File: src/rtl/cfm_pkg.sv
// Shared types, constants and tables for the corner fan segment mask block.
// No dependencies; imported by every module and interface of the block.
package cfm_pkg;

  localparam int MAX_DIM         = 4096;
  localparam int ANGLE_FRAC_BITS = 16;
  localparam int ACC_BITS        = 30;
  localparam int CORDIC_ITERS    = ANGLE_FRAC_BITS + 2;

  localparam int PIX_W  = 12;
  localparam int DIM_W  = 13;
  localparam int DIFF_W = DIM_W + 1;
  localparam int MASK_W = 8;

  // CORDIC datapath: 13-bit magnitude scaled by 2^16, times gain and sqrt(2)
  localparam int PRESCALE_SH = 16;
  localparam int XY_W        = 32;
  localparam int Z_W         = 33;

  // 0.999 in Q20, rounded half up to ANGLE_FRAC_BITS fraction bits
  localparam int SCALE_Q20 = 1047527;
  localparam int SCALE_W   = 21;
  localparam int PROD_W    = Z_W + SCALE_W + 1;
  localparam int ROUND_SH  = 20 + ACC_BITS - ANGLE_FRAC_BITS;
  localparam int ANG_W     = PROD_W - ROUND_SH;
  localparam int SEG_W     = 5;
  localparam int IDX_W     = 4;
  localparam int NUM_IDX   = 12;

  localparam logic signed [Z_W-1:0] Z_ONE = Z_W'(64'sd1 <<< ACC_BITS);
  localparam logic signed [Z_W-1:0] Z_TWO = Z_W'(64'sd2 <<< ACC_BITS);

  // Configuration register indexes
  localparam int CFG_IDX_W  = 2;
  localparam int CFG_DATA_W = DIM_W;
  localparam logic [CFG_IDX_W-1:0] CFG_CORNER_SELECT   = 2'd0;
  localparam logic [CFG_IDX_W-1:0] CFG_TWELVE_SEGMENTS = 2'd1;
  localparam logic [CFG_IDX_W-1:0] CFG_FRAME_WIDTH     = 2'd2;
  localparam logic [CFG_IDX_W-1:0] CFG_FRAME_HEIGHT    = 2'd3;

  // Corner codes 0..3 = TL, TR, BR, BL; bit c set when that corner sits at W / H
  localparam logic [3:0] CORNER_RIGHT_MASK  = 4'b0110;
  localparam logic [3:0] CORNER_BOTTOM_MASK = 4'b1100;

  // Fan level per segment index (twelve-segment spacing; six uses even entries)
  localparam logic [MASK_W-1:0] MASK_LUT [NUM_IDX] = '{
    8'd0, 8'd21, 8'd42, 8'd64, 8'd85, 8'd106,
    8'd128, 8'd149, 8'd170, 8'd192, 8'd213, 8'd234
  };

  localparam longint ATAN_LOW [11] = '{
    536870912, 316933406, 167458907, 85004756, 42667331, 21354465,
    10679838, 5340245, 2670163, 1335087, 667544
  };
  localparam longint INV_PI_2P31 = 683565276;

  typedef struct packed {
    logic [1:0]       corner;
    logic             twelve;
    logic [DIM_W-1:0] width;
    logic [DIM_W-1:0] height;
  } cfg_t;

  typedef struct packed {
    logic                    special;
    logic signed [XY_W-1:0]  x;
    logic signed [XY_W-1:0]  y;
    logic signed [Z_W-1:0]   z;
  } cord_t;

  // atan(2^-i) * 2^31 / pi, rounded
  function automatic logic signed [Z_W-1:0] atan_step(input int i);
    longint v;
    if (i < 11) v = ATAN_LOW[i];
    else        v = (INV_PI_2P31 + (64'sd1 <<< (i - 1))) >>> i;
    return Z_W'(v);
  endfunction

endpackage

File: src/rtl/cfm_pix_if.sv
// Pixel coordinate channel: valid/ready handshake with a 12-bit x/y payload.
// Depends on cfm_pkg.
interface cfm_pix_if import cfm_pkg::*; ();
  logic             valid;
  logic             ready;
  logic [PIX_W-1:0] pixel_x;
  logic [PIX_W-1:0] pixel_y;

  modport source (output valid, output pixel_x, output pixel_y, input ready);
  modport sink   (input valid, input pixel_x, input pixel_y, output ready);
endinterface

File: src/rtl/cfm_front.sv
// Front stage: corner-relative vector, axis cases, half-plane fold for CORDIC.
// Depends on cfm_pkg and cfm_pix_if.
module cfm_front import cfm_pkg::*; (
  input  logic         clk,
  input  logic         rst_n,
  input  cfg_t         cfg,
  cfm_pix_if.sink      pix,
  output logic         out_valid,
  input  logic         out_ready,
  output cord_t        out_data
);

  logic signed [DIFF_W-1:0] dx, dy;
  logic [DIM_W-1:0]         cx, cy;
  logic                     special;
  cord_t                    cord;
  logic                     valid_r;
  cord_t                    data_r;
  logic                     load;

  always_comb begin
    cx = CORNER_RIGHT_MASK[cfg.corner]  ? cfg.width  : '0;
    cy = CORNER_BOTTOM_MASK[cfg.corner] ? cfg.height : '0;
    dx = signed'(DIFF_W'(pix.pixel_x)) - signed'(DIFF_W'(cx));
    dy = signed'(DIFF_W'(pix.pixel_y)) - signed'(DIFF_W'(cy));
    special = (dx == '0) || (dy == '0);

    cord.special = special;
    cord.x = XY_W'(dx) <<< PRESCALE_SH;
    cord.y = XY_W'(dy) <<< PRESCALE_SH;
    cord.z = '0;
    if (special) begin
      cord.x = '0;
      cord.y = '0;
      if (dy == '0) cord.z = (dx < 0) ? Z_TWO : '0;
      else          cord.z = (dy > 0) ? Z_ONE : -Z_ONE;
    end else if (dx < 0) begin
      // fold into the right half plane, start a half turn away
      cord.x = -cord.x;
      cord.y = -cord.y;
      cord.z = (dy > 0) ? Z_TWO : -Z_TWO;
    end
  end

  assign pix.ready = !valid_r || out_ready;
  assign load      = pix.valid && pix.ready;

  always_ff @(posedge clk) begin
    if (!rst_n) begin
      valid_r <= 1'b0;
    end else if (pix.ready) begin
      valid_r <= pix.valid;
    end
  end

  always_ff @(posedge clk) begin
    if (load) begin
      data_r <= cord;
    end
  end

  assign out_valid = valid_r;
  assign out_data  = data_r;

  a_front_fold: assert property (@(posedge clk) disable iff (!rst_n)
    (load && !special) |=> (data_r.x > 0))
    else $error("folded vector not in right half plane");

endmodule

File: src/flat_wrapper.sv
// flat-port wrapper written by rule: the top's interface ports become plain ports
module cfm_front_flat import cfm_pkg::*;
  (clk, rst_n, cfg, out_valid, out_ready, out_data, pix_valid, pix_pixel_x, pix_pixel_y, pix_ready);
  cfm_pix_if pix_i ();
  input  logic clk;
  input  logic rst_n;
  input  cfg_t cfg;
  output logic out_valid;
  input  logic out_ready;
  output cord_t out_data;
  input wire logic [$bits(pix_i.valid)-1:0] pix_valid;
  input wire logic [$bits(pix_i.pixel_x)-1:0] pix_pixel_x;
  input wire logic [$bits(pix_i.pixel_y)-1:0] pix_pixel_y;
  output wire logic [$bits(pix_i.ready)-1:0] pix_ready;
  assign pix_i.valid = pix_valid;
  assign pix_i.pixel_x = pix_pixel_x;
  assign pix_i.pixel_y = pix_pixel_y;
  assign pix_ready = pix_i.ready;
  cfm_front u_core (.clk(clk), .rst_n(rst_n), .cfg(cfg), .pix(pix_i), .out_valid(out_valid), .out_ready(out_ready), .out_data(out_data));
endmodule
File: config.mk
export PLATFORM = sky130hd
export DESIGN_NAME = cfm_front_flat
export DESIGN_NICKNAME = d
export VERILOG_FILES = /design/src/rtl/cfm_pkg.sv /design/src/rtl/cfm_pix_if.sv /design/src/rtl/cfm_front.sv /design/src/flat_wrapper.sv
export SDC_FILE = /design/constraint.sdc
export NUM_CORES = 1
export LEC_CHECK = 0
export ABC_CLOCK_PERIOD_IN_PS = 6700
export BUFFER_PORTS_ARGS = -buffer_cell sky130_fd_sc_hd__buf_2
export CORE_ASPECT_RATIO = 0.9
export CORE_MARGIN = 3
export CORE_UTILIZATION = 54
export DETAILED_ROUTE_END_ITERATION = 8
export HOLD_SLACK_MARGIN = 0.05
export PLACE_DENSITY = 0.95
export SLEW_MARGIN = 20
export SYNTH_ARGS = -nofsm -noshare
export SYNTH_HDL_FRONTEND = slang
export SYNTH_SLANG_ARGS = --single-unit
File: constraint.sdc
create_clock -name clk -period 6.7 [get_ports clk]
set_input_delay 1.34 -clock clk [delete_from_list [all_inputs] [get_ports clk]]
set_output_delay 1.34 -clock clk [all_outputs]
set_load 0.005 [all_outputs]
==> results.md, run 1 <==
- TritonRoute pass-1 iters: 4
- Max_cap viols: 0
- CP max stage delay: 0.57 ns
- Leading area contributor after synthesis: edfxtp_1
- H-tree depth: 2
- GRT overflow: 0
- Hpwl dp: 6.60 mm
- Clk pin slew, worst setup/hold paths: 0.07 ns
- Nets@finish: 626
- Number of port buffers: 93
- Comb pwr share: 0.457
- Top post-synthesis cells by area: edfxtp_1 (28%), buf_4 (12%), ha_1 (8.3%)
- Post-CTS Resized: 0
- CTS sink cnt: 37
- Clock Path Buffers: 2
- Worst-skew pair later-pin latency: 0.27 ns
- Via count: 3432
- Die ar.: 0.00827 mm^2
- CTS tree: built
- Sequential share of power: 0.379
- Mapped cell area: 0.00390 mm^2
- Largest delay share family, worst path: compound AO/OA/AOI/OAI gates
- CP Class: in -> reg
- WL/cell: 13.3 um
- Largest net degree at the start of global routing: 37
- Clock Root Buffer: clkbuf_8
- Slew Limit Fails: 0
- Number of antenna violations at the first check in global routing: 0
- RSZ-0062 raised after global routing: false
- Die height: 86.6 um
- Flops & latches, synth: 37
- Critical path arrival: 5.61 ns
- CP Launch Type: primary input
- DRT iter0 DRCs: 193
- # diodes: 0
- Hold Crit Class: reg -> reg
- Leakage power: 1.93 nW
- Total Wirelength: 8.38 mm
- Synth cell types: 65
- Setup TNS: 0 ns
- Syn avg cell area: 8.60 um^2
- Sequential element share of the synthesized area: 0.283
- NetSw: 0.307 mW
- Crit Path Max Fanout: 27
- CP Capture Type: flip-flop
- Yosys warns: 0
- Syn Inst Count: 453
- Core area: 0.00680 mm^2
- Vias in the first global route: 2948
- Switching Fraction: 0.362
- Final Hold Viols: 0
- Relative slew slack: 0.578
- Post-CTS Setup Repair Bufs: 0
- Drt drc: 0
- Hold-fix buffers at CTS: 0
- Crit path cell chain: buf_2 > xor2_2 > nand2_1 > ha_1 > nor2b_1 > o2111ai_1 > a21oi_1 > o211ai_1 > a22o_1 > a2111oi_0 > a31o_2 > o21ba_2
- Yosys top cell area share: 0.277
- Post-Place Cell Area: 0.00418 mm^2
- Fin crit share: 0.833
- EDFF count, synth: 36
- GR Util All Layers: 0.192
- Ports: 157
- CP required: 6.73 ns
- Die Wd: 95.6 um
- Final Wtd Congestion: 0.856
- Global-route wire length before repair: 13.0 mm
- Worst Path Buf+Inv: 1
- Design area: 0.00426 mm^2
- Pint: 0.542 mW
- Synth Flop Type: edfxtp_1
- Final worst path period need: 5.58 ns
- CTS buffer count: 5
- Run status: finished clean
- CP max stage cell: a2111oi_0
- Cell area power density: 200 mW/mm^2
- P&R area growth vs syn: 9.28%
- Hold_ws: 0.557 ns
- # rows: 28
- Via-per-instance ratio: 5.44
- Slew @ Worst Pin: 0.632 ns
- Maximum clock frequency: 179 MHz
- Initial Util: 0.573
- Post-route ant nets: 0
- Clock power share: 0.164
- Peak VDD IR: 0.137 mV
- FFs w/ async S/R, synth: 0
- Final setup vio count: 0
- Clock Skew: 0.00359 ns
- Share of cells above drive strength 1: 0.214
per-layer routing:
layer	GRT usage	wire, um	up-vias
met5	0	0	-
met4	0.0284	57	0
met3	0.0339	792	6
met2	0.338	4040	175
met1	0.251	3490	1578
li1	-	-	1673
cell usage in the layout (no fill, tap or decap), types with 4 or more instances in the layout:
cell type | Yosys | final
o2111ai_1 | 5 | 5
a31oi_1 | 7 | 7
nand2_1 | 39 | 39
edfxtp_1 | 36 | 36
o31ai_1 | 4 | 4
nor2b_1 | 5 | 5
o21ai_0 | 22 | 22
nand4_1 | 4 | 4
and3_1 | 4 | 4
conb_1 | 1 | 64
a211oi_1 | 4 | 4
or3_1 | 6 | 6
nand3_1 | 8 | 8
ha_1 | 26 | 26
xnor2_1 | 14 | 14
and2_1 | 8 | 8
buf_2 | 0 | 93
inv_1 | 14 | 14
nor3_1 | 13 | 13
a21oi_1 | 25 | 25
clkbuf_8 | 0 | 5
o21a_1 | 6 | 6
xor2_1 | 21 | 20
a21o_1 | 4 | 4
nor2_1 | 41 | 41
kinds of logic (layout without fill, tap and decap cells):
family | count (synthesis) | count (layout) | share of synthesized area
buf+inv | 91 | 116 | 0.155
other cells | 1 | 64 | 0.000962
fa+ha+maj | 28 | 28 | 0.0937
flops | 37 | 37 | 0.283
mux | 2 | 2 | 0.00514
xor+xnor | 35 | 35 | 0.0787
compound gates | 108 | 108 | 0.185
simple gates | 151 | 151 | 0.199
power groups by stage:
stage	logic [mW]	registers, mW	clock network, mW
detailed placement	0.382	0.327	0
floorplan	0.295	0.331	0
global placement	0.364	0.327	0
finish	0.388	0.322	0.139
global route	0.435	0.325	0.151
CTS	0.384	0.322	0.139
Yosys cell counts, drive strengths merged, types with 3 or more instances:
cell type / count
inv: 14
a21boi: 3
o21a: 6
or3: 6
nor2: 41
buf: 67
a31o: 3
nor3: 13
nand3b: 3
o21ai: 25
xor2: 21
nand4: 4
nand3: 8
edfxtp: 36
o31ai: 4
clkbuf: 10
a21oi: 25
nand2: 39
o2111ai: 5
ha: 26
and2: 9
nand2b: 3
o211ai: 3
o21ba: 3
a31oi: 7
or2: 4
nor2b: 5
a21o: 4
a211oi: 5
and3: 4
xnor2: 14
tightest hold or removal path, stage by stage, from the launching register on:
cell and delay [ns]:
dfxtp_1 0.32, nand2b_1 0.10, a21boi_0 0.10
layout make-up:
| type | count | area (um^2) |
|---|---|---|
| timing repair buffer | 95 | 480 |
| clock buffer | 6 | 72.6 |
| fill | 568 | 2540 |
| inverter | 14 | 52.6 |
| clock inverter | 1 | 3.75 |
| sequential | 37 | 1100 |
| tap | 90 | 113 |
| multi-input combinational | 388 | 2440 |
final timing paths:
| path | start | to | slack [ns] | cells past startpoint |
|---|---|---|---|---|
| setup reg to reg | u_core.out_valid$_SDFFE_PN0N_ | u_core.out_data[63]$_SDFFCE_PP0P_ | 5.40 | 3 |
| hold / removal | u_core.out_valid$_SDFFE_PN0N_ | u_core.out_valid$_SDFFE_PN0N_ | 0.56 | 2 |
| setup / recovery | cfg[28] | u_core.out_data[62]$_SDFFCE_PP0P_ | 1.12 | 12 |
| hold reg to reg | u_core.out_valid$_SDFFE_PN0N_ | u_core.out_valid$_SDFFE_PN0N_ | 0.56 | 2 |
sequential cells by signal (all words and copies together), names as in the netlist:
register	count
u_core.out_data	36
u_core.out_valid	1
stage by stage:
step / setup WS (ns) / total power [mW] / util / cells
final: 1.12 / 0.850 / 0.627 / 631
after global routing: 0.495 / 0.911 / 0.627 / 631
after CTS: 0.803 / 0.845 / 0.626 / 631
after detailed placement: 0.509 / 0.708 / 0.614 / 624
after global placement: 0.804 / 0.691 / 0.614 / 624
after floorplan: 2.05 / 0.626 / - / 516
Note: power is estimated with default switching activity, not from simulation.
==> run 2: changes to the inputs <==
Settings changed: ABC_CLOCK_PERIOD_IN_PS 6700 to 5300, CORE_UTILIZATION 54 to 50, PLACE_DENSITY 0.95 to 0.93.
Clock period 6.7 ns to 5.3 ns, I/O delays scaled along.
==> run 2 against run 1 <==
  * Register-to-register slack got worse by 1.4 ns
  * Combinational power grew 28%
  * Setup slack got worse by 0.68 ns
  * Die area rose by 7.5%
  * Final area rose by 1.1%
  * Largest power group unchanged
  * Sequential power is 27% higher
  * Highest routed layer unchanged
  * Global-route usage is 0.28 points lower
  * Core utilization shrank 3.6 points
  * Sequential share of layout area shrank 0.29 points
==> results.md, run 2 (same netlist as run 1, synthesis figures left out) <==
- Worst setup path start: cfg[28]
- CP required: 5.34 ns
- CP Class: in -> reg
- Reg2Reg Launch Point: u_core.out_valid$_SDFFE_PN0N_
- Die Wd: 99.1 um
- Met1 WL: 3.73 mm
- Post-CTS Setup Repair Bufs: 0
- Clk pin slew, worst setup/hold paths: 0.07 ns
- Nets@finish: 629
- Cell area power density: 267 mW/mm^2
- Clock Root Buffer: clkbuf_8
- Switching Fraction: 0.359
- Worst Path Buf+Inv: 3
- DRT iter0 DRCs: 289
- Crit Path Max Fanout: 25
- Vias in the first global route: 3078
- Clock Path Buffers: 2
- Via-per-instance ratio: 5.41
- NetSw: 0.414 mW
- Number of port buffers: 93
- CTS buffer count: 5
- H-tree depth: 2
- GRT overflow: 0
- Core area: 0.00729 mm^2
- Sequential share of power: 0.355
- Post-route ant nets: 0
- Die height: 89.8 um
- Hpwl dp: 6.89 mm
- TritonRoute pass-1 iters: 5
- P&R area growth vs syn: 10.5%
- GR Util All Layers: 0.189
- Final Power: 1.15 mW
- WL met3: 872 um
- CP Launch Type: primary input
- Ports: 157
- Peak VDD IR: 0.145 mV
- CP Capture Type: flip-flop
- Number of antenna violations at the first check in global routing: 0
- Clock power share: 0.213
- Die ar.: 0.00889 mm^2
- Largest delay share family, worst path: compound AO/OA/AOI/OAI gates
- Run status: finished clean
- Pint: 0.738 mW
- RSZ-0062 raised after global routing: false
- Drt drc: 0
- Final Wtd Congestion: 0.893
- Met2 Wirelength: 4.20 mm
- Crit path depth: 15
- CTS tree: built
- CP max stage cell: a2111oi_0
- Hold Crit Depth: 2
- Most frequent cells in the layout: buf_2 (93), conb_1 (64), nor2_1 (41)
- Critical path arrival: 4.91 ns
- WL/cell: 14.1 um
- Crit path cell chain: buf_2 > xor2_1 > and2_1 > ha_1 > inv_1 > fa_1 > a211oi_1 > o21bai_1 > a21oi_1 > xor2_1 > nand4_1 > a2111oi_0 > a31o_2 > buf_4 > nor2_1
- Final Hold Viols: 0
- Via count: 3454
- Worst-skew pair later-pin latency: 0.30 ns
- Hold_sp: u_core.out_valid$_SDFFE_PN0N_
- Top layer in use: met4
- Hold_ws: 0.538 ns
- # rows: 29
- Initial Util: 0.534
- Global-route wire length before repair: 14.1 mm
- CP max stage delay: 0.61 ns
- Maximum clock frequency: 206 MHz
- Fin crit share: 0.918
- # diodes: 0
- Commonest non-fill, non-tap cell in the layout: buf_2
- Most used cell along the critical path: xor2_1
- Dpl ws: 0.203 ns
- Largest net degree at the start of global routing: 37
- Share of cells above drive strength 1: 0.218
- Setup TNS: 0 ns
- Hold Crit Class: reg -> reg
- Relative slew slack: 0.599
- Leakage power: 1.96 nW
- Max reg flops: 36
- Final worst path period need: 4.87 ns
- Final worst slack: 0.434 ns
- Reg2reg path depth: 3
- Comb pwr share: 0.432
- Post-CTS Resized: 0
- Slew Limit Fails: 0
- CTS sink cnt: 37
- Clock Skew: 0.00548 ns
- Final core occ: 0.591
- Max_cap viols: 0
- Hold-fix buffers at CTS: 0
- Total Wirelength: 9.00 mm
- Slew @ Worst Pin: 0.587 ns
- Final setup vio count: 0
==> run 2: worst paths after layout <==
kind	slack (ns)	end
setup reg to reg	3.99	u_core.out_data[62]$_SDFFCE_PP0P_
hold reg to reg	0.54	u_core.out_valid$_SDFFE_PN0N_
hold / removal	0.54	u_core.out_valid$_SDFFE_PN0N_
setup / recovery	0.43	u_core.out_data[89]$_SDFFCE_PP0P_
==> run 2: power groups by stage <==
stage / sequential, mW / clock [mW] / combinational [mW]
after global placement: 0.415 / 0 / 0.465
after detailed placement: 0.415 / 0 / 0.486
final: 0.409 / 0.245 / 0.498
after global routing: 0.414 / 0.260 / 0.553
after floorplan: 0.418 / 0 / 0.373
after CTS: 0.410 / 0.245 / 0.493
==> run 2: routing by layer <==
| layer | vias to the layer above | GRT usage |
|---|---|---|
| met5 | - | 0 |
| met4 | 0 | 0.0603 |
| met3 | 21 | 0.0379 |
| met2 | 180 | 0.313 |
| met1 | 1564 | 0.248 |
| li1 | 1689 | - |
==> run 2: final cells by class <==
| type | count | area [um^2] |
|---|---|---|
| fillers | 600 | 2990 |
| multi-input cells | 388 | 2430 |
| flip-flops and latches | 37 | 1100 |
| repair buffers | 98 | 503 |
| well taps | 93 | 116 |
| clock buffers | 6 | 72.6 |
| inverters | 14 | 52.6 |
| clock inverters | 2 | 33.8 |
==> run 2: per-stage QoR <==
step	std cells	instance area [um^2]
detailed placement	630	4200
CTS	638	4310
global route	638	4310
finish	638	4310
floorplan	516	4130
global placement	630	4200
==> run 2: worst register-to-register path, cell delays in order, from the launching register on <==
cell and delay [ns]:
dfxtp_1 0.31, nand2b_1 0.09, and2_1 0.14, buf_4 0.41
==> run 3: changes to the inputs <==
Settings changed: CORE_MARGIN 3 to 1.5.
==> run 3 against run 2 <==
  * Combinational power rose by 3%
  * Setup slack improved by 0.17 ns
  * Wire length fell by 2.9%
  * Die area fell by 6.3%
  * Total power fell by 2.6%
  * Critical endpoint is now u_core.out_data[51]$_SDFFCE_PP0P_
==> results.md, run 3 (same netlist as run 1, synthesis figures left out) <==
- Ports: 157
- Final Power: 1.12 mW
- Slew Limit Fails: 0
- GR Util All Layers: 0.199
- Die height: 86.8 um
- CTS tree: built
- Slew @ Worst Pin: 0.661 ns
- Nets@finish: 632
- Multi-input logic area: 0.00243 mm^2
- CTS buffer count: 5
- Maximum clock frequency: 213 MHz
- CP max stage delay: 0.62 ns
- Die ar.: 0.00833 mm^2
- Clk pin slew, worst setup/hold paths: 0.06 ns
- Max_cap viols: 0
- Clock Path Buffers: 2
- Clock Skew: 0.0127 ns
- Hold-fix buffers at CTS: 0
- Final Wtd Congestion: 0.897
- Crit path cell chain: buf_2 > xor2_1 > buf_4 > nand2_1 > ha_1 > nor2b_1 > o2111ai_1 > a21oi_1 > o211ai_1 > a22o_1 > a2111oi_0 > a31o_2 > buf_4 > nor2_1
- Fin crit share: 0.886
- Drt drc: 0
- # rows: 30
- Clock Root Buffer: clkbuf_8
- # diodes: 0
- H-tree depth: 2
- Hold Crit Class: reg -> reg
- Number of antenna violations at the first check in global routing: 0
- WL/cell: 13.6 um
- Initial Util: 0.517
- Post-route ant nets: 0
- Share of cells above drive strength 1: 0.223
- RSZ-0062 raised after global routing: false
- Final setup vio count: 0
- Crit Path Max Fanout: 22
- Max reg flops: 36
- Via count: 3546
- CP Capture Type: flip-flop
- CP max stage cell: a2111oi_0
- Final Hold Viols: 0
- Setup TNS: 0 ns
- Relative slew slack: 0.548
- Critical path arrival: 4.73 ns
- Worst Path Buf+Inv: 3
- DRT iter0 DRCs: 258
- Commonest non-fill, non-tap cell in the layout: buf_2
- Final worst path period need: 4.69 ns
- P&R area growth vs syn: 10.8%
- Leakage power: 1.96 nW
- GRT overflow: 0
- Global-route wire length before repair: 13.3 mm
- Largest net degree at the start of global routing: 37
- Die Wd: 96.1 um
- Vias in the first global route: 3078
- Cell area power density: 260 mW/mm^2
- Worst-skew pair later-pin latency: 0.30 ns
- Hpwl dp: 6.80 mm
- Via-per-instance ratio: 5.51
- Core area: 0.00754 mm^2
- Run status: finished clean
- CTS sink cnt: 37
- TritonRoute pass-1 iters: 5
- Largest delay share family, worst path: compound AO/OA/AOI/OAI gates
- CP required: 5.33 ns
- Post-CTS Setup Repair Bufs: 0
- Most frequent cells in the layout: buf_2 (93), conb_1 (64), nor2_1 (41)
- Most used cell along the critical path: buf_4
- Number of port buffers: 93
- Register Area: 0.00110 mm^2
- Post-CTS Resized: 0
- Total Wirelength: 8.75 mm
- Fill cells: 645
- CP Class: in -> reg
- CP Launch Type: primary input
- Peak VDD IR: 0.107 mV
## run 3: routing by layer
layer | global-route usage | vias up | wire, um
li1 | - | 1681 | -
met1 | 0.244 | 1642 | 3500
met2 | 0.344 | 201 | 4190
met3 | 0.0325 | 22 | 780
met4 | 0.0856 | 0 | 275
met5 | 0 | - | 0
## run 3: tightest hold or removal path: stages, from the launching register on
cell and delay [ns]:
dfxtp_1 0.31, nand2b_1 0.10, a21boi_0 0.08
## run 3: final cells by class
class                           instances  area share
Sequential cell                        37       0.255
Clock buffer                            8      0.0209
Inverter                               14      0.0122
Tap cell                               96      0.0278
Multi-Input combinational cell        388       0.562
Timing Repair Buffer                  101       0.122
## run 3: metrics by stage
stage               hold slack, ns  area [um^2]  utilization  setup WS, ns  instances
floorplan                    0.537         4130            -         0.928        516
finish                       0.535         4320        0.572         0.606        644
detailed placement           0.528         4230        0.560         0.428        636
CTS                          0.537         4320        0.572         0.676        644
global placement             0.502         4230        0.560         0.547        636
global route                 0.583         4320        0.572         0.350        644
## run 3: path summary, 6_finish.rpt
kind                            startpoint                                 to  slack (ns)  depth (start not counted)
max                                cfg[28]  u_core.out_data[51]$_SDFFCE_PP0P_        0.61                         14
min reg2reg  u_core.out_valid$_SDFFE_PN0N_      u_core.out_valid$_SDFFE_PN0N_        0.53                          2
max reg2reg  u_core.out_valid$_SDFFE_PN0N_      u_core.out_data[32]$_DFFE_PP_        4.01                          3
min          u_core.out_valid$_SDFFE_PN0N_      u_core.out_valid$_SDFFE_PN0N_        0.53                          2
## run 3: power breakdown
group | total, mW | switching, mW | leakage (nW) | internal [mW]
sequential | 0.407 | 0.0138 | 0.358 | 0.393
clock | 0.203 | 0.0966 | 0.0455 | 0.106
combinational | 0.513 | 0.301 | 1.56 | 0.212
total | 1.12 | 0.411 | 1.96 | 0.711
