$ cat config.mk
export PLATFORM = sky130hd
export DESIGN_NAME = cfm_quant_flat
export DESIGN_NICKNAME = d
export VERILOG_FILES = /design/src/rtl/cfm_pkg.sv /design/src/rtl/cfm_mask_if.sv /design/src/rtl/cfm_quant.sv /design/src/flat_wrapper.sv
export SDC_FILE = /design/constraint.sdc
export NUM_CORES = 1
export LEC_CHECK = 0
export ABC_AREA = 1
export BUFFER_PORTS_ARGS = -buffer_cell sky130_fd_sc_hd__buf_2
export CAP_MARGIN = 20
export CORE_ASPECT_RATIO = 1.75
export CORE_MARGIN = 3
export CORE_UTILIZATION = 50
export DETAILED_ROUTE_END_ITERATION = 12
export PLACE_DENSITY = 0.7
export SYNTH_ARGS = -nofsm -noshare
export SYNTH_HDL_FRONTEND = slang
export SYNTH_SLANG_ARGS = --single-unit
$ cat constraint.sdc
create_clock -name clk -period 8.8 [get_ports clk]
set_clock_uncertainty 0.15 [all_clocks]
set_input_delay 1.76 -clock clk [delete_from_list [all_inputs] [get_ports clk]]
set_output_delay 1.76 -clock clk [all_outputs]
set_load 0.005 [all_outputs]
$ cat src/rtl/cfm_pkg.sv
// Shared types, constants and tables for the corner fan segment mask block.
// No dependencies; imported by every module and interface of the block.
package cfm_pkg;

  localparam int MAX_DIM         = 4096;
  localparam int ANGLE_FRAC_BITS = 16;
  localparam int ACC_BITS        = 30;
  localparam int CORDIC_ITERS    = ANGLE_FRAC_BITS + 2;

  localparam int PIX_W  = 12;
  localparam int DIM_W  = 13;
  localparam int DIFF_W = DIM_W + 1;
  localparam int MASK_W = 8;

  // CORDIC datapath: 13-bit magnitude scaled by 2^16, times gain and sqrt(2)
  localparam int PRESCALE_SH = 16;
  localparam int XY_W        = 32;
  localparam int Z_W         = 33;

  // 0.999 in Q20, rounded half up to ANGLE_FRAC_BITS fraction bits
  localparam int SCALE_Q20 = 1047527;
  localparam int SCALE_W   = 21;
  localparam int PROD_W    = Z_W + SCALE_W + 1;
  localparam int ROUND_SH  = 20 + ACC_BITS - ANGLE_FRAC_BITS;
  localparam int ANG_W     = PROD_W - ROUND_SH;
  localparam int SEG_W     = 5;
  localparam int IDX_W     = 4;
  localparam int NUM_IDX   = 12;

  localparam logic signed [Z_W-1:0] Z_ONE = Z_W'(64'sd1 <<< ACC_BITS);
  localparam logic signed [Z_W-1:0] Z_TWO = Z_W'(64'sd2 <<< ACC_BITS);

  // Configuration register indexes
  localparam int CFG_IDX_W  = 2;
  localparam int CFG_DATA_W = DIM_W;
  localparam logic [CFG_IDX_W-1:0] CFG_CORNER_SELECT   = 2'd0;
  localparam logic [CFG_IDX_W-1:0] CFG_TWELVE_SEGMENTS = 2'd1;
  localparam logic [CFG_IDX_W-1:0] CFG_FRAME_WIDTH     = 2'd2;
  localparam logic [CFG_IDX_W-1:0] CFG_FRAME_HEIGHT    = 2'd3;

  // Corner codes 0..3 = TL, TR, BR, BL; bit c set when that corner sits at W / H
  localparam logic [3:0] CORNER_RIGHT_MASK  = 4'b0110;
  localparam logic [3:0] CORNER_BOTTOM_MASK = 4'b1100;

  // Fan level per segment index (twelve-segment spacing; six uses even entries)
  localparam logic [MASK_W-1:0] MASK_LUT [NUM_IDX] = '{
    8'd0, 8'd21, 8'd42, 8'd64, 8'd85, 8'd106,
    8'd128, 8'd149, 8'd170, 8'd192, 8'd213, 8'd234
  };

  localparam longint ATAN_LOW [11] = '{
    536870912, 316933406, 167458907, 85004756, 42667331, 21354465,
    10679838, 5340245, 2670163, 1335087, 667544
  };
  localparam longint INV_PI_2P31 = 683565276;

  typedef struct packed {
    logic [1:0]       corner;
    logic             twelve;
    logic [DIM_W-1:0] width;
    logic [DIM_W-1:0] height;
  } cfg_t;

  typedef struct packed {
    logic                    special;
    logic signed [XY_W-1:0]  x;
    logic signed [XY_W-1:0]  y;
    logic signed [Z_W-1:0]   z;
  } cord_t;

  // atan(2^-i) * 2^31 / pi, rounded
  function automatic logic signed [Z_W-1:0] atan_step(input int i);
    longint v;
    if (i < 11) v = ATAN_LOW[i];
    else        v = (INV_PI_2P31 + (64'sd1 <<< (i - 1))) >>> i;
    return Z_W'(v);
  endfunction

endpackage

$ cat src/rtl/cfm_mask_if.sv
// Mask result channel: valid/ready handshake with an 8-bit mask byte.
// Depends on cfm_pkg.
interface cfm_mask_if import cfm_pkg::*; ();
  logic              valid;
  logic              ready;
  logic [MASK_W-1:0] mask_value;

  modport source (output valid, output mask_value, input ready);
  modport sink   (input valid, input mask_value, output ready);
endinterface

$ cat src/rtl/cfm_quant.sv
// Scale by 0.999, reduce modulo a quarter turn, quantize to fan segments.
// Depends on cfm_pkg and cfm_mask_if.
module cfm_quant import cfm_pkg::*; (
  input  logic             clk,
  input  logic             rst_n,
  input  logic             twelve,
  input  logic             in_valid,
  output logic             in_ready,
  input  logic signed [Z_W-1:0] in_z,
  cfm_mask_if.source       mask
);

  localparam logic signed [PROD_W-1:0] ROUND_ADD = PROD_W'(64'sd1 <<< (ROUND_SH - 1));
  localparam logic signed [SCALE_W:0]  SCALE_C   = (SCALE_W + 1)'(SCALE_Q20);

  logic                        prod_valid_r, mask_valid_r;
  logic signed [PROD_W-1:0]    prod_r;
  logic [MASK_W-1:0]           mask_r;
  logic                        rdy_prod, rdy_mask;

  logic signed [PROD_W-1:0]            rounded;
  logic signed [ANG_W-1:0]             ang;
  logic [ANGLE_FRAC_BITS-1:0]          low;
  logic signed [ANGLE_FRAC_BITS:0]     a;
  logic signed [ANGLE_FRAC_BITS+4:0]   a12;
  logic signed [SEG_W-1:0]             s12, s6;
  logic [IDX_W-1:0]                    idx;

  assign rdy_mask = !mask_valid_r || mask.ready;
  assign rdy_prod = !prod_valid_r || rdy_mask;
  assign in_ready = rdy_prod;

  always_comb begin
    rounded = prod_r + ROUND_ADD;
    ang     = rounded[ROUND_SH +: ANG_W];
    low     = ang[ANGLE_FRAC_BITS-1:0];
    // remainder keeps the sign of the angle
    if (ang[ANG_W-1] && (low != '0)) a = signed'({1'b1, low});
    else                             a = signed'({1'b0, low});
    a12 = ((ANGLE_FRAC_BITS + 5)'(a) <<< 3) + ((ANGLE_FRAC_BITS + 5)'(a) <<< 2);
    s12 = a12[ANGLE_FRAC_BITS +: SEG_W];
    s6  = s12 >>> 1;
    if (twelve) begin
      idx = (s12 < 0) ? IDX_W'(s12 + SEG_W'(12)) : IDX_W'(s12);
    end else begin
      idx = (s6 < 0) ? IDX_W'(s6 + SEG_W'(6)) : IDX_W'(s6);
      idx = idx << 1;
    end
  end

  always_ff @(posedge clk) begin
    if (!rst_n) begin
      prod_valid_r <= 1'b0;
      mask_valid_r <= 1'b0;
    end else begin
      if (rdy_prod) prod_valid_r <= in_valid;
      if (rdy_mask) mask_valid_r <= prod_valid_r;
    end
  end

  always_ff @(posedge clk) begin
    if (rdy_prod && in_valid) begin
      prod_r <= PROD_W'(in_z) * PROD_W'(SCALE_C);
    end
    if (rdy_mask && prod_valid_r) begin
      mask_r <= (idx < IDX_W'(NUM_IDX)) ? MASK_LUT[idx] : '0;
    end
  end

  assign mask.valid      = mask_valid_r;
  assign mask.mask_value = mask_r;

  a_quant_idx: assert property (@(posedge clk) disable iff (!rst_n)
    (rdy_mask && prod_valid_r) |-> (idx < IDX_W'(NUM_IDX)))
    else $error("segment index out of range");

  a_quant_even: assert property (@(posedge clk) disable iff (!rst_n)
    (rdy_mask && prod_valid_r && !twelve) |-> (idx[0] == 1'b0))
    else $error("six-segment index must be even");

endmodule

$ cat src/flat_wrapper.sv
// flat-port wrapper written by rule: the top's interface ports become plain ports
module cfm_quant_flat import cfm_pkg::*;
  (clk, rst_n, twelve, in_valid, in_ready, in_z, mask_valid, mask_mask_value, mask_ready);
  cfm_mask_if mask_i ();
  input  logic clk;
  input  logic rst_n;
  input  logic twelve;
  input  logic in_valid;
  output logic in_ready;
  input  logic signed [Z_W-1:0] in_z;
  output wire logic [$bits(mask_i.valid)-1:0] mask_valid;
  output wire logic [$bits(mask_i.mask_value)-1:0] mask_mask_value;
  input wire logic [$bits(mask_i.ready)-1:0] mask_ready;
  assign mask_valid = mask_i.valid;
  assign mask_mask_value = mask_i.mask_value;
  assign mask_i.ready = mask_ready;
  cfm_quant u_core (.clk(clk), .rst_n(rst_n), .twelve(twelve), .in_valid(in_valid), .in_ready(in_ready), .in_z(in_z), .mask(mask_i));
endmodule
==> results of run 1 <==
## logic make-up after synthesis
family / Yosys count
compound gates: 216
xor+xnor: 115
fa+ha+maj: 637
buf+inv: 555
flops: 27
simple gates: 393
## worst max path at each step
stage                     slack, ns  depth (start not counted)           endpoint      from
final                          0.84                         23  u_core.prod_r[52]  in_z[32]
after global routing           0.46                         23  u_core.prod_r[52]  in_z[32]
after CTS                      0.82                         23  u_core.prod_r[52]  in_z[32]
after detailed placement       0.54                         23  u_core.prod_r[52]  in_z[32]
after global placement         0.55                         23  u_core.prod_r[52]  in_z[32]
after floorplan                1.50                         22  u_core.prod_r[48]  in_z[31]
## cells in the final DEF, fill, tap and decap left out, types with 25 or more instances in the layout
cell,n
ha_1,267
xor2_1,66
nand2_1,195
a21o_1,26
o21ai_0,67
fa_1,361
nor2_1,98
xnor2_1,48
buf_2,47
nand3_1,36
edfxtp_1,25
inv_1,537
a21oi_1,94
## layout make-up
class	instances	area (sq um)
flip-flops and latches	27	790.8
fillers	3246	16150
inverters	545	2046
clock buffers	3	75.07
well taps	460	575.6
multi-input cells	1361	14660
repair buffers	51	265.3
clock inverters	1	7.507
## state kept, by name, summed over array words and instances (netlist names)
name / cells
u_core.prod_valid_r: 1
u_core.prod_r: 21
u_core.mask.valid: 1
u_core.mask.mask_value: 4
## worst register-to-register path, stage by stage (launching register included)
cell and delay [ns]:
edfxtp_1 0.37, ha_1 0.18, nand2_1 0.12, nor2_1 0.21, inv_1 0.09, nor2_1 0.21, inv_1 0.12, o21bai_1 0.13
o21ai_0 0.13, ha_1 0.23, nand4_1 0.08, nand3b_1 0.11, nand2_1 0.06, a21oi_2 0.27, ha_1 0.27, inv_2 0.08
nor3_4 0.20, nand2_1 0.09, a21oi_2 0.11, nand2_1 0.06, nand2_1 0.13, nand4_2 0.16, nand2_4 0.14, nand2_1 0.05
o21ai_1 0.07, inv_1 0.05
## through the flow
stage / cells / utilization (%)
floorplan: 1943 / -
global placement: 2444 / 53.04
detailed placement: 2444 / 53.04
CTS: 2448 / 53.28
global route: 2448 / 53.28
finish: 2448 / 53.28
## per-layer routing
layer	wire, microns	share of wire (%)	track usage (%)
met5	0	0	0
met4	4262	9.2	18.02
met3	1144	2.5	1.731
met2	25470	55	51.01
met1	15200	33	25.40
==> reports/results.ini, run 1 <==
[run_status]
status=completed

[sta]
slew_headroom_pct=48.78
grt_setup_unrepaired=no
drv_slew=0
setup_ws_ns=0.8420
setup_violations=0
finalHoldViolCount=0
tns_ns=0
fin_crit_ns=7.958
tightest_slew_ns=0.7675
hold_ws_ns=0.3243
max_freq_mhz=125.7
timing.final.crit_share_pct=90.43

[global_route]
grt_max_degree=33
track_usage_pct=25.98
grt_pass1_vias=14604
antenna_found_initial=0
grt_pass1_wl_microns=75050
gr-total-overflow=0

[setup_path]
slowest_delay_ns=0.55
cpMaxStageDelayCell=fa_1
crit_chain=buf_2 -> buf_4 -> ha_1 -> nor2_1 -> inv_1 -> ha_1 -> xor2_1 -> fa_1 -> fa_1 -> inv_1 -> fa_1 -> inv_1 -> fa_1 -> inv_1 -> fa_1 -> inv_1 -> ha_1 -> a21oi_1 -> nor3_1 -> a211oi_1 -> nand3_1 -> a21oi_1 -> xor2_1
start_kind=input port
critical-path-top-delay-family=adder cells
reg2regPathDepth=25
required_ns=8.66
path_class=in -> reg
reg2reg_from=u_core.prod_r[33]
worstPathMaxFanout=32
path_buf_inv=7
r2r_end=u_core.mask.mask_value[7]
end_kind=flop
rrSetupSlack_ns=4.70
crit_arrival_ns=7.82

[min_path]
hold_path_startpoint=u_core.prod_valid_r
holdPathStages=2
hold_class=reg -> reg
holdPathEnd=u_core.mask.valid

[detailed_routing]
drc=0
routed_wl_microns=46080
vias=12713
avgRoutedWirePerCell_microns=18.82
dr.pass1.iters=6
drtIter0Drc=533
ant_nets=0
vias_per_cell=5.193

[layout]
final_nets=2655
drive_gt1_share_pct=4.829
final_cell_area_sq_mm=0.01842
antennaDiodeCount=0
syn_to_final_growth_pct=4.955

[yosys]
synth-compound-area-share_pct=6.852
synthXorXnorAreaFrac_pct=5.782
ys_types=45
synth_top_family_by_area=adder cells
synth_common_cells=inv_1, fa_1, ha_1, nand2_1, nor2_1
synth-seq-cells=27
synthMuxAreaShare_pct=0
ys_top_cells_by_area=fa_1, ha_1, inv_1
yosysTopAreaCell=fa_1
synthSimpleGateAreaFrac_pct=10.17
synth_edf_count=25
synth_fa_ha_area_share_pct=60.73
ys.flop_type=edfxtp_1
synthDominantCellAreaShare_pct=41.18
syn_nets=2609
yosysWarnings=0
netlist_area_sq_mm=0.01755
yosysMostFrequentCell=inv_1
avgSynthCellArea_sq_um=9.032
synthCells=1943
seq_area_frac_synth_pct=4.506
async_reset_ff_share_pct=0

[placement]
io_buffers=47
dp.final_hpwl_microns=43070
placed_area_sq_mm=0.01834
gp_congestion=0.9882
pre_cts_slack_ns=0.5410

[floorplan]
ios=48
dieWidth_microns=147.6
start_util_pct=50.76
rows=90
core_area_sq_mm=0.03457
die_h_microns=253.8
die_area_sq_mm=0.03747

[clocking]
cts_buffers=3
postCtsSetupRepairBufs=0
hold_buffers=0
cts.repair.resized=0
clock-root-buffer=clkbuf_16
cts_buffer_depth=2
path_clk_slew_ns=0.07
clkLatencyLatePin_ns=0.26
htreeDepth=1
tritoncts=done
cts_sinks=27

[job]
maxCapViolCount=0

Power of run 1 is not shown: default switching activity piles up to over one toggle a cycle in this logic, so the estimate is an artifact.
==> run 2: changes to the inputs <==
- ABC_AREA: 1 -> default
==> run 2 against run 1 <==
- cell count decreased by 15%
- first-iteration DRC count fell by 19%
- critical path type unchanged
- cell area shrank 5.4%
- via count fell by 12%
- routed wire length down 5.9%
==> reports/results.ini, run 2 <==
[run_status]
status=completed

[yosys]
synthCells=1621  ; -17%
ys_types=62  ; +38%
avgSynthCellArea_sq_um=10.14  ; +12%
synthDominantCellAreaShare_pct=43.98  ; +2.8 points
netlist_area_sq_mm=0.01643  ; -6.4%
yosysWarnings=0  ; unchanged
ys.flop_type=edfxtp_1
async_reset_ff_share_pct=0  ; unchanged
yosysTopAreaCell=fa_1
seq_area_frac_synth_pct=4.813  ; +0.31 points
synth_common_cells=inv_1, fa_1, ha_1, xnor2_1, a21oi_1
synth_edf_count=25  ; unchanged
syn_nets=2287  ; -12%
ys_top_cells_by_area=fa_1, ha_1, inv_1
yosysMostFrequentCell=inv_1
synth-seq-cells=27  ; unchanged

[setup_path]
crit_path_start=in_z[7]
crit_arrival_ns=8.27  ; +0.45 ns
reg2regPathDepth=16  ; -36%
path_class=in -> reg
rrSetupSlack_ns=4.40  ; -0.30 ns
worstPathMaxFanout=8  ; -75%
endpoint=u_core.prod_r[48]
reg2reg_from=u_core.prod_r[37]
r2r_end=u_core.mask.mask_value[5]
end_kind=flop
start_kind=input port
required_ns=8.65  ; about the same

[sta]
finalHoldViolCount=0  ; unchanged
setup_violations=0  ; unchanged
tns_ns=0  ; unchanged
slew_headroom_pct=41.25  ; -7.5 points
grt_setup_unrepaired=no
tightest_slew_ns=0.8812  ; +0.1137 ns
timing.final.crit_share_pct=95.71  ; +5.3 points
setup_ws_ns=0.3776  ; -0.4644 ns
fin_crit_ns=8.422  ; +0.4644 ns
drv_slew=0  ; unchanged
max_freq_mhz=118.7  ; -5.5%

[floorplan]
die_h_microns=245.8  ; -3.2%
start_util_pct=50.82  ; +0.059 points
core_area_sq_mm=0.03233  ; -6.5%
die_area_sq_mm=0.03516  ; -6.2%
dieWidth_microns=143.0  ; -3.1%
rows=87  ; -3.3%
ios=48  ; unchanged

[clocking]
cts_buffer_depth=2  ; unchanged
clkLatencyLatePin_ns=0.26  ; about the same
cts_buffers=3  ; unchanged
hold_buffers=0  ; unchanged
tritoncts=done
clock-root-buffer=clkbuf_16
cts_sinks=27  ; unchanged
postCtsSetupRepairBufs=0  ; unchanged
cts.repair.resized=0  ; unchanged
htreeDepth=1  ; unchanged
path_clk_slew_ns=0.06  ; about the same

[detailed_routing]
dr.pass1.iters=5  ; -1
routed_wl_microns=43350  ; -5.9%
avgRoutedWirePerCell_microns=20.73  ; +10%
vias=11190  ; -12%
ant_nets=0  ; unchanged
drc=0  ; unchanged
vias_per_cell=5.352  ; +3.0%
drtIter0Drc=431  ; -19%

[layout]
layout_commonest_cell=inv_1
postLayoutCoreUtil_pct=53.88  ; +0.60 points
most-common-layout-cells=inv_1, fa_1, ha_1, xnor2_1, a21oi_1
final_nets=2358  ; -11%
antennaDiodeCount=0  ; unchanged
largest_reg_flops=21  ; unchanged
regMostFlops=u_core.prod_r
drive_gt1_share_pct=5.618  ; +0.79 points
syn_to_final_growth_pct=6.016

[global_route]
track_usage_pct=26.57  ; +0.59 points
use_met2_pct=51.95  ; +0.94 points
grt_max_degree=25  ; -24%
grt.busiest_layer=met2
antenna_found_initial=0  ; unchanged
use_met1_pct=25.29  ; -0.10 points
gr-total-overflow=0  ; unchanged
grt_pass1_wl_microns=70530  ; -6.0%
grt_pass1_vias=13191  ; -9.7%
gr-usage-met3_pct=1.459  ; -0.27 points

[job]
maxCapViolCount=0  ; unchanged

[min_path]
holdPathStages=1  ; -1
hold_path_startpoint=u_core.prod_valid_r
hold_class=reg -> reg

[placement]
io_buffers=47  ; unchanged
pre_cts_slack_ns=-0.08383  ; -0.6249 ns
gp_congestion=1.000  ; +1.2%
dp.final_hpwl_microns=40550  ; -5.9%

==> run 2: critical path: stages <==
cell and delay (ns):
buf_2 0.20, inv_1 0.18, fa_1 0.52, inv_2 0.19, ha_1 0.17, inv_1 0.06, fa_1 0.53, inv_1 0.08
fa_1 0.55, fa_1 0.45, fa_1 0.54, inv_1 0.06, fa_1 0.54, inv_1 0.04, ha_1 0.38, nand4_1 0.20
a211oi_1 0.28, a32oi_1 0.14, a2111o_1 0.48, a21oi_2 0.20, or2_1 0.22, nand4_1 0.17, a31oi_2 0.24, xor2_1 0.10
==> run 2: how the worst min path moves through the flow <==
stage | to | slack [ns]
6_report | u_core.mask.valid | 0.38
4_1_cts | u_core.mask.valid | 0.38
5_1_grt | u_core.mask.valid | 0.41
2_1_floorplan | u_core.mask.valid | 0.33
3_3_place_gp | u_core.mask.valid | 0.34
3_5_place_dp | u_core.mask.valid | 0.37
==> run 2: through the flow <==
stage                     hold WS, ns  area [sq um]  cells
after floorplan                0.3268         16430   1621
after global placement         0.3419         17330   2087
after detailed placement       0.3675         17330   2087
after CTS                      0.3850         17410   2091
after global routing           0.4071         17420   2091
final                          0.3782         17420   2091
==> run 2: metal layers <==
metal	wire length [microns]	up-vias	share of wire (%)
met3	906	156	2.1
li1	-	5164	-
met2	24600	248	57
met4	4476	0	10
met1	13370	5622	31
met5	0	-	0
==> run 2: kinds of logic (layout without fill, tap and decap cells) <==
family	Yosys count	count (layout)	synth area share, %
and+or+nand+nor	148	148	4.546
xor gates and xnor gates	126	126	6.716
buffers and inverters	480	550	11.08
muxes	9	9	0.5559
AOI/OAI and AO/OA	202	202	7.912
DFF	27	27	4.813
adders and majority gates	629	629	64.38
==> run 2: area by class of cell <==
class	instances	area, sq um
clock buffers	4	78.83
fillers	2953	14910
inverters	469	1760
multi-input cells	1114	13830
flip-flops and latches	27	790.8
well taps	400	500.5
repair buffers	77	460.4
Power of run 2 is left out for the same reason.
==> run 3: changes to the inputs <==
- GPL_TIMING_DRIVEN: default -> 0
==> run 3 against run 2 <==
- critical endpoint is now u_core.prod_r[51]
- non-clock buffer count decreased by 16
- cell count decreased by 0.77%
- register-to-register slack about the same
- largest cell class unchanged
- clock-buffer cell count decreased by 1
- via count decreased by 0.47%
- core utilization decreased by 0.28 points
- die area unchanged
==> reports/results.ini, run 3 (synthesis results as in run 2) <==
[setup_path]
worstPathMaxFanout=8  ; unchanged
path_class=in -> reg
r2r_end=u_core.mask.mask_value[6]
slowest_delay_ns=0.87  ; +0.32 ns
rrSetupSlack_ns=4.41  ; about the same
cpMostUsedCell=fa_1
end_kind=flop
required_ns=8.66  ; about the same
start_kind=input port
cpMaxStageDelayCell=fa_1
reg2reg_from=u_core.prod_r[37]
path_buf_inv=4  ; -3
crit_arrival_ns=8.41  ; +0.14 ns
reg2regPathDepth=16  ; unchanged
crit_chain=buf_2 -> inv_1 -> fa_1 -> fa_1 -> fa_1 -> inv_1 -> fa_1 -> fa_1 -> fa_1 -> ha_1 -> xnor2_1 -> ha_1 -> nand3_1 -> nor2_1 -> a32oi_1 -> a2111o_1 -> a21oi_2 -> or2_1 -> buf_4 -> a221oi_1 -> o21ai_1 -> xor2_1
critical-path-top-delay-family=adder cells

[floorplan]
ios=48  ; unchanged
die_area_sq_mm=0.03516  ; unchanged
dieWidth_microns=143.0  ; unchanged
core_area_sq_mm=0.03233  ; unchanged
start_util_pct=50.82  ; unchanged
die_h_microns=245.8  ; unchanged
rows=87  ; unchanged

[detailed_routing]
dr.pass1.iters=5  ; unchanged
avgRoutedWirePerCell_microns=20.15  ; -2.8%
drc=0  ; unchanged
vias_per_cell=5.367  ; +0.29%
ant_nets=0  ; unchanged
vias=11137  ; -0.47%
routed_wl_microns=41820  ; -3.5%
drtIter0Drc=343  ; -20%

[min_path]
hold_path_startpoint=u_core.prod_valid_r
hold_class=reg -> reg
holdPathEnd=u_core.mask.valid
holdPathStages=1  ; unchanged

[clocking]
htreeDepth=1  ; unchanged
cts_sinks=27  ; unchanged
cts_buffers=3  ; unchanged
hold_buffers=0  ; unchanged
clock-root-buffer=clkbuf_16
path_clk_slew_ns=0.07  ; about the same
cts_buffer_depth=2  ; unchanged
tritoncts=done
clkLatencyLatePin_ns=0.26  ; about the same

[global_route]
use_met2_pct=49.25  ; -2.7 points
antenna_found_initial=0  ; unchanged
grt_pass1_vias=12796  ; -3.0%
gr-total-overflow=0  ; unchanged
track_usage_pct=25.31  ; -1.3 points
grt.busiest_layer=met2
grt_pass1_wl_microns=68020  ; -3.6%
gr-usage-met3_pct=1.459  ; unchanged
use_met1_pct=23.81  ; -1.5 points
grt_max_degree=41  ; +64%

[layout]
layout_commonest_cell=inv_1
regMostFlops=u_core.prod_r
drive_gt1_share_pct=4.896  ; -0.72 points
fin_cells=2075  ; -0.77%
final_nets=2342  ; -0.68%
postLayoutCoreUtil_pct=53.60  ; -0.28 points
antennaDiodeCount=0  ; unchanged
syn_to_final_growth_pct=5.467
largest_reg_flops=21  ; unchanged
most-common-layout-cells=inv_1, fa_1, ha_1, xnor2_1, a21oi_1

[placement]
dp.cells=2069  ; -0.86%
gp_congestion=0.9767  ; -2.4%
io_buffers=47  ; unchanged
dp.final_hpwl_microns=38250  ; -5.7%

[sta]
slew_headroom_pct=41.13  ; -0.13 points
grt_setup_unrepaired=no
fin_crit_ns=8.550  ; +0.1281 ns
finalHoldViolCount=0  ; unchanged
tightest_slew_ns=0.8831  ; +0.001882 ns
setup_violations=0  ; unchanged
timing.final.crit_share_pct=97.16  ; +1.5 points
hold_ws_ns=0.3852  ; +0.007054 ns
tns_ns=0  ; unchanged
drv_slew=0  ; unchanged
max_freq_mhz=117.0  ; -1.5%

[run_status]
status=completed

[job]
maxCapViolCount=0  ; unchanged

-- run 3: worst max-delay path by stage --
stage | slack (ns) | to | from | cells past startpoint
after floorplan | 0.97 | u_core.prod_r[51] | in_z[19] | 20
after global placement | -0.49 | u_core.prod_r[53] | in_z[32] | 21
after detailed placement | -0.42 | u_core.prod_r[53] | in_z[32] | 22
after CTS | 0.12 | u_core.prod_r[48] | in_z[6] | 25
after global routing | 0.002 | u_core.prod_r[46] | in_z[6] | 25
final | 0.25 | u_core.prod_r[51] | in_z[10] | 22
-- run 3: repair_timing --
action	in CTS	in global routing
hold endpoints to repair	0	0
setup endpoints to repair	7	11
setup buffers	0	4
gates resized for setup	1	11
pin swaps	0	2
-- run 3: through the flow --
step / worst slack [ns] / cell area [sq um]
6_report: 0.2495 / 17330
5_1_grt: 0.001986 / 17330
4_1_cts: 0.1182 / 17280
3_5_place_dp: -0.4219 / 17190
3_3_place_gp: -0.4928 / 17170
2_1_floorplan: 0.9721 / 16430
-- run 3: per-layer routing --
layer | vias up | share of wire [%]
met2 | 238 | 56
met3 | 151 | 1.9
met1 | 5619 | 31
met4 | 0 | 10
met5 | - | 0
li1 | 5129 | -
-- run 3: cell type report --
cell class                 count  area, sq um
fill                        2945        15000
multi-input combinational   1114        13840
inverter                     469         1760
sequential                    27        790.8
tap                          400        500.5
timing repair buffer          52        295.3
clock buffer                   3        75.07
buffer                         9        53.80
clock inverter                 1        8.758
Power of run 3 is left out for the same reason.
